### src/hw/rtl/f2h_pkg.sv
// ----------------------------------------------------------------------------
// f2h_pkg
// Shared types and constants for the binary32 / binary16 converter.
// ----------------------------------------------------------------------------
package f2h_pkg;
  localparam int unsigned WordW = 32;

  typedef enum logic {
    OP_S2H = 1'b0,
    OP_H2S = 1'b1
  } op_t;

  typedef logic [WordW-1:0] word_t;

  localparam logic [7:0]  F32ExpMax = 8'hff;
  localparam logic [15:0] F16Inf    = 16'h7c00;
  localparam logic [15:0] F16QNan   = 16'h0200;
endpackage

### src/hw/rtl/fp32_fp16_converter_core.sv
// ----------------------------------------------------------------------------
// fp32_fp16_converter_core
// Binary32 <-> binary16 converter, one request per cycle.
// ----------------------------------------------------------------------------
// Input channel: in_valid/in_stall with in_op and in_operand_bits. Op s2h
// rounds binary32 to binary16 (nearest even, result zero-extended); op h2s
// widens the low 16 bits exactly to binary32.
// Output channel: out_valid/out_stall with out_result_bits.
// The conversion logic sits between the inputs and the result register; a
// one-entry skid register, loaded from the same logic, refills the result
// register.
// Throughput: one request per cycle while out_stall is low.
// When the receiver stalls, the result holds and the skid absorbs one more
// request; in_stall rises only once both stages are full.
// Reset empties both stages; there is no other state.
module fp32_fp16_converter_core (
  input  logic           clk,
  input  logic           rst_n,
  input  logic           in_valid,
  output logic           in_stall,
  input  logic           in_op,
  input  f2h_pkg::word_t in_operand_bits,
  output logic           out_valid,
  input  logic           out_stall,
  output f2h_pkg::word_t out_result_bits
);
  import f2h_pkg::*;

  word_t       h2s_res, conv;
  logic [15:0] s2h_res;
  logic        out_v_r, skid_v_r;
  word_t       out_d_r, skid_d_r;
  logic        acc, take;

  f2h_s2h u_s2h (.u_i(in_operand_bits), .h_o(s2h_res));
  f2h_h2s u_h2s (.h_i(in_operand_bits[15:0]), .s_o(h2s_res));

  assign conv     = (op_t'(in_op) == OP_H2S) ? h2s_res : {16'd0, s2h_res};
  assign in_stall = skid_v_r;
  assign acc      = in_valid && !skid_v_r;
  assign take     = out_v_r && !out_stall;

  // output register with skid stage
  always_ff @(posedge clk) begin
    if (!rst_n) begin
      out_v_r  <= 1'b0;
      skid_v_r <= 1'b0;
    end else begin
      if (!out_v_r || take) begin
        if (skid_v_r) begin
          out_v_r  <= 1'b1;
          out_d_r  <= skid_d_r;
          skid_v_r <= 1'b0;
        end else begin
          out_v_r <= acc;
          if (acc) out_d_r <= conv;
        end
      end else if (acc) begin
        skid_v_r <= 1'b1;
        skid_d_r <= conv;
      end
    end
  end

  assign out_valid       = out_v_r;
  assign out_result_bits = out_d_r;
endmodule

### src/hw/rtl/f2h_s2h.sv
// ----------------------------------------------------------------------------
// f2h_s2h
// Binary32 to binary16 with round to nearest even, combinational.
// ----------------------------------------------------------------------------
module f2h_s2h (
  input  f2h_pkg::word_t u_i,
  output logic [15:0]    h_o
);
  import f2h_pkg::*;

  logic [15:0] sgn;
  logic [7:0]  e32;
  logic [22:0] m32;
  logic [9:0]  eb;      // e32 - 112, signed 10 bits
  logic [23:0] full;
  logic [3:0]  sh;
  logic [23:0] m;
  logic [23:0] lost;
  logic        rnd, stk;
  logic [15:0] h;
  logic [12:0] low;

  always_comb begin
    sgn  = {u_i[31], 15'd0};
    e32  = u_i[30:23];
    m32  = u_i[22:0];
    eb   = {2'b00, e32} - 10'd112;
    full = {1'b1, m32};
    sh   = 4'd0;
    m    = '0;
    lost = '0;
    rnd  = 1'b0;
    stk  = 1'b0;
    h    = '0;
    low  = m32[12:0];
    if (e32 == F32ExpMax) begin
      h_o = sgn | F16Inf | ((m32 != '0) ? F16QNan : 16'd0);
    end else if (!eb[9] && eb >= 10'd31) begin
      h_o = sgn | F16Inf;
    end else if (eb[9] || eb == 10'd0) begin
      // subnormal range: eb in -10..0 gives shift 1..11
      if ($signed(eb) < -10'sd10) begin
        h_o = sgn;
      end else begin
        sh   = 4'(10'd1 - eb);
        m    = full >> sh;
        lost = full & ((24'd1 << sh) - 24'd1);
        rnd  = m[12];
        stk  = (m[11:0] != '0) || (lost != '0);
        h    = sgn | {5'd0, m[23:13]};
        if (rnd && (stk || h[0])) h = h + 16'd1;
        h_o  = h;
      end
    end else begin
      // normal range; a mantissa carry steps the exponent
      h = sgn | {1'b0, eb[4:0], m32[22:13]};
      if (low > 13'h1000 || (low == 13'h1000 && h[0])) h = h + 16'd1;
      h_o = h;
    end
  end
endmodule

### src/hw/rtl/f2h_h2s.sv
// ----------------------------------------------------------------------------
// f2h_h2s
// Binary16 to binary32, exact; subnormals normalised by leading-zero count.
// ----------------------------------------------------------------------------
module f2h_h2s (
  input  logic [15:0]    h_i,
  output f2h_pkg::word_t s_o
);
  import f2h_pkg::*;

  logic       sg;
  logic [4:0] ex;
  logic [9:0] mant;
  logic [3:0] lz;
  logic [9:0] mn;

  always_comb begin
    sg   = h_i[15];
    ex   = h_i[14:10];
    mant = h_i[9:0];
    // leading-zero count over the ten mantissa bits
    lz = 4'd0;
    for (int i = 0; i < 10; i++) begin
      if (mant[i]) lz = 4'(9 - i);
    end
    mn = 10'(mant << (lz + 4'd1));
    if (ex == 5'd0) begin
      if (mant == '0) s_o = {sg, 31'd0};
      else s_o = {sg, 8'(8'd112 - {4'd0, lz}), mn, 13'd0};
    end else if (ex == 5'h1f) begin
      s_o = {sg, 8'hff, mant, 13'd0};
    end else begin
      s_o = {sg, 8'({3'd0, ex} + 8'd112), mant, 13'd0};
    end
  end
endmodule

### config.mk
export PLATFORM = sky130hd
export DESIGN_NAME = fp32_fp16_converter_core
export DESIGN_NICKNAME = d
export VERILOG_FILES = /design/src/hw/rtl/f2h_pkg.sv /design/src/hw/rtl/fp32_fp16_converter_core.sv /design/src/hw/rtl/f2h_s2h.sv /design/src/hw/rtl/f2h_h2s.sv
export SDC_FILE = /design/constraint.sdc
export NUM_CORES = 1
export LEC_CHECK = 0
export BUFFER_PORTS_ARGS = -buffer_cell sky130_fd_sc_hd__buf_2
export CORE_MARGIN = 2
export CORE_UTILIZATION = 35
export DETAILED_ROUTE_END_ITERATION = 12
export GPL_TIMING_DRIVEN = 0
export PLACE_DENSITY = 0.55
export RECOVER_POWER = 100
export SLEW_MARGIN = 40
export SYNTH_ARGS = -nofsm -noshare
export SYNTH_HDL_FRONTEND = slang
export SYNTH_SLANG_ARGS = --single-unit
### constraint.sdc
create_clock -name clk -period 6.4 [get_ports clk]
set_input_delay 0.64 -clock clk [delete_from_list [all_inputs] [get_ports clk]]
set_output_delay 0.64 -clock clk [all_outputs]
set_load 0.01 [all_outputs]
==> impl_metrics.yaml <==
synthesis:
  ys.flop_type: "edfxtp_1"
  synth_mux_area_share_pct: 9.525
  synth_top_cell_area_share_pct: 33.35
  synthAdderAreaFrac_pct: 2.241
  async_flop_share_pct: 0
  synth-xor-area-share_pct: 4.034
  yosys.area.top_type: "edfxtp_1"
  synth-edff-count: 62
  synth-compound-area-share_pct: 21.83
  synthCells: 650
  synth_top_family_by_area: "simple AND/OR/NAND/NOR gates"
  syn_area_mm2: 0.005583
  synthSimpleGateAreaFrac_pct: 21.85
  ys_top_cells_by_count: "71 x nand2_1, 62 x edfxtp_1, 62 x nor2_1"
  seq_area_frac_synth_pct: 34.07
  avgSynthCellArea_um2: 8.589
  syn-num-nets: 697
  synth.area.top_cells: "edfxtp_1 33%, nand2_1 4.8%, nor2_1 4.2%"
  yosys_warnings: 0
  yosysMostFrequentCell: "nand2_1"
  synth-seq-cells: 64
  synth.distinct_cells: 79
drt:
  drtAntennaViolNets: 0
  drt_iter0_drc: 477
  post_drt_wl_per_cell_um: 19.18
  num_vias: 5487
  drtPass1Iterations: 5
  via_per_inst: 5.800
  drt_wl_total_mm: 18.14
  drc: 0
sta:
  fin_crit_sh_pct: 92.26
  period_minus_slack_ns: 5.905
  fmax_mhz: 169.4
  setup_viol: 0
  tightestPinTransition_ns: 1.645
  rsz0062_at_grt: "no"
  slew_violations: 19
  skew_ns: 0.004117
  hold_viol_final: 0
  finalSetupTns_ns: 0
  maxSlewHeadroom_pct: -9.640
power:
  swShare_pct: 30.39
  p_int_mw: 0.8477
  p_comb_share_pct: 27.4
  p_leak_nw: 2.206
  seq_power_share_pct: 39.7
  ir_worst_vdd_mv: 0.1236
  p_switching_mw: 0.3701
  powerDensity_mw_per_mm2: 191.6
  clkPwrFrac_pct: 32.9
global_route:
  grt_max_degree: 19
  globalRouteOverflowTotal: 0
  grt_pass1_vias: 5142
  grt_use_total_pct: 21.32
  antenna_found_initial: 0
  grt_pass1_wl_mm: 28.07
placement:
  gp_congestion: 0.8879
  port_buffers: 61
  dp_hpwl_mm: 13.88
  place_area_mm2: 0.006227
  dp.cells: 932
worst_setup_path:
  crit_slowest_cell: "nor4b_1"
  startpoint_type: "input pin"
  worstSetupEndpointType: "flip-flop"
  crit_chain: "buf_2, buf_2, inv_1, ha_1, clkbuf_1, clkbuf_1, clkbuf_1, buf_2, nor2_1, nand2_1, ha_1, clkbuf_1, nor2b_1, nand4_1, a31o_2, o2111ai_1, nand4b_1, nor2_1, nor4b_1, mux2i_1, a311oi_1"
  slowest_delay_ns: 0.55
  path_class: "input pin to flip-flop"
  critPathArrivalTime_ns: 6.02
  path_delay_family: "simple AND/OR/NAND/NOR gates"
  crit_top_cell: "clkbuf_1"
  path_buf_inv: 8
  crit_fanout: 10
  reg2reg_setup_slack_ns: 3.18
  critPathRequiredTime_ns: 6.51
clock_network:
  h-tree-depth: 3
  cts.sinks: 64
  postCtsSetupRepairBufs: 0
  cts-root-buf: "clkbuf_16"
  clkSlewWorstSetupHoldPaths_ns: 0.05
  cts_buffers: 9
  insertion_delay_ns: 0.32
  cts_resized: 0
  cts_tree: "built"
  ctsHoldBuffers: 0
  cts_buffer_depth: 2
floorplanning:
  row_count: 46
  coreArea_mm2: 0.01571
  die_h_um: 130.3
  die-area_mm2: 0.01698
  num_io_pins: 71
  die_width_um: 130.3
  initial_utilization_pct: 35.53
hold_path:
  min_path_type: "flip-flop to flip-flop"
finish:
  area_growth_pct: 13.83
  nets: 774
  n_fill_cell: 1631
  final-seq-area_mm2: 0.001902
  multi_input_comb_area_mm2: 0.003302
  layout-drive-gt1-share_pct: 11.64
  num_antenna_cells: 0
  final_cell_area_mm2: 0.006355
  stdcell_count: 946
outcome:
  violations: "capacitance limit, slew limit"
  status: "complete, but fails checks"
flow_run:
  drv_cap: 1
==> cell usage in the layout, fill, tap and decap left out, types with 7 or more instances in the layout <==
cell,netlist,layout
mux4_2,7,7
o21a_1,7,7
xor2_1,10,10
o31ai_1,8,8
nor2b_1,8,8
nor2_1,62,63
a31oi_1,8,8
nand3_1,19,19
clkbuf_1,37,82
ha_1,10,10
nand2b_1,9,9
mux2i_1,18,18
xnor2_1,12,12
nor4_1,14,13
buf_2,15,38
and2_0,0,7
inv_1,25,27
nand2_1,71,71
o21ai_0,32,35
nor3_1,20,20
clkbuf_16,0,9
mux2_2,16,15
a21oi_1,36,36
nand4_1,11,11
and3_1,8,8
edfxtp_1,62,62
==> tightest hold or removal path, cell delays in order (launching register included) <==
cell and delay, ns:
dfxtp_1 0.32, nand2_1 0.10, nor2_1 0.05
==> flip-flops by register name, summed over array words and instances, names as in the netlist <==
signal,count
skid_d_r,31
out_valid,1
in_stall,1
out_result_bits,31
==> stage by stage <==
step / hold WS, ns / power [mW] / setup slack [ns] / util, %
2_1_floorplan: 0.4971 / 0.7178 / 1.926 / -
3_3_place_gp: 0.4897 / 0.8165 / 0.5972 / 39.19
3_5_place_dp: 0.5203 / 0.8242 / 0.5268 / 39.63
4_1_cts: 0.5332 / 1.232 / 0.8763 / 41.18
5_1_grt: 0.5474 / 1.278 / 0.3037 / 40.44
6_report: 0.5179 / 1.218 / 0.4955 / 40.44
==> final timing paths <==
kind | start | endpoint | depth (start not counted)
setup reg to reg | in_stall$_SDFFE_PP0P_ | out_result_bits[25]$_DFFE_PP_ | 4
setup / recovery | in_operand_bits[24] | out_result_bits[8]$_DFFE_PP_ | 21
hold / removal | out_valid$_SDFFE_PN0P_ | in_stall$_SDFFE_PP0P_ | 2
hold reg to reg | out_valid$_SDFFE_PN0P_ | in_stall$_SDFFE_PP0P_ | 2
==> cell families after synthesis <==
kind of cell               after synthesis
xor gates and xnor gates                24
muxes                                   42
buffers and inverters                   85
adders and majority gates               10
and+or+nand+nor                        250
DFF                                     64
AOI/OAI and AO/OA                      175
==> metal layers <==
| layer | routed length, µm | GRT usage (%) | part of all wire (%) | vias to the layer above |
|---|---|---|---|---|
| met5 | 0 | 0 | 0 | - |
| met4 | 480 | 8.602 | 2.6 | 0 |
| met3 | 1116 | 2.501 | 6.2 | 37 |
| met2 | 8314 | 33.66 | 46 | 223 |
| met1 | 8231 | 29.80 | 45 | 2641 |
| li1 | - | - | - | 2586 |
==> area by class of cell <==
type,instances,area share [%]
multi-input combinational,501,51.96
sequential,64,29.93
timing repair buffer,66,4.430
tap,216,4.253
buffer,57,3.938
clock buffer,11,3.662
inverter,28,1.654
clock inverter,3,0.1772
==> power groups by stage <==
| stage | clock network, mW | logic (mW) | registers, mW |
|---|---|---|---|
| final | 0.401 | 0.334 | 0.483 |
| after global routing | 0.430 | 0.364 | 0.484 |
| after CTS | 0.414 | 0.335 | 0.482 |
| after detailed placement | 0 | 0.334 | 0.490 |
| after global placement | 0 | 0.326 | 0.491 |
| after floorplan | 0 | 0.221 | 0.497 |
Note: power is estimated with default switching activity, not from simulation.
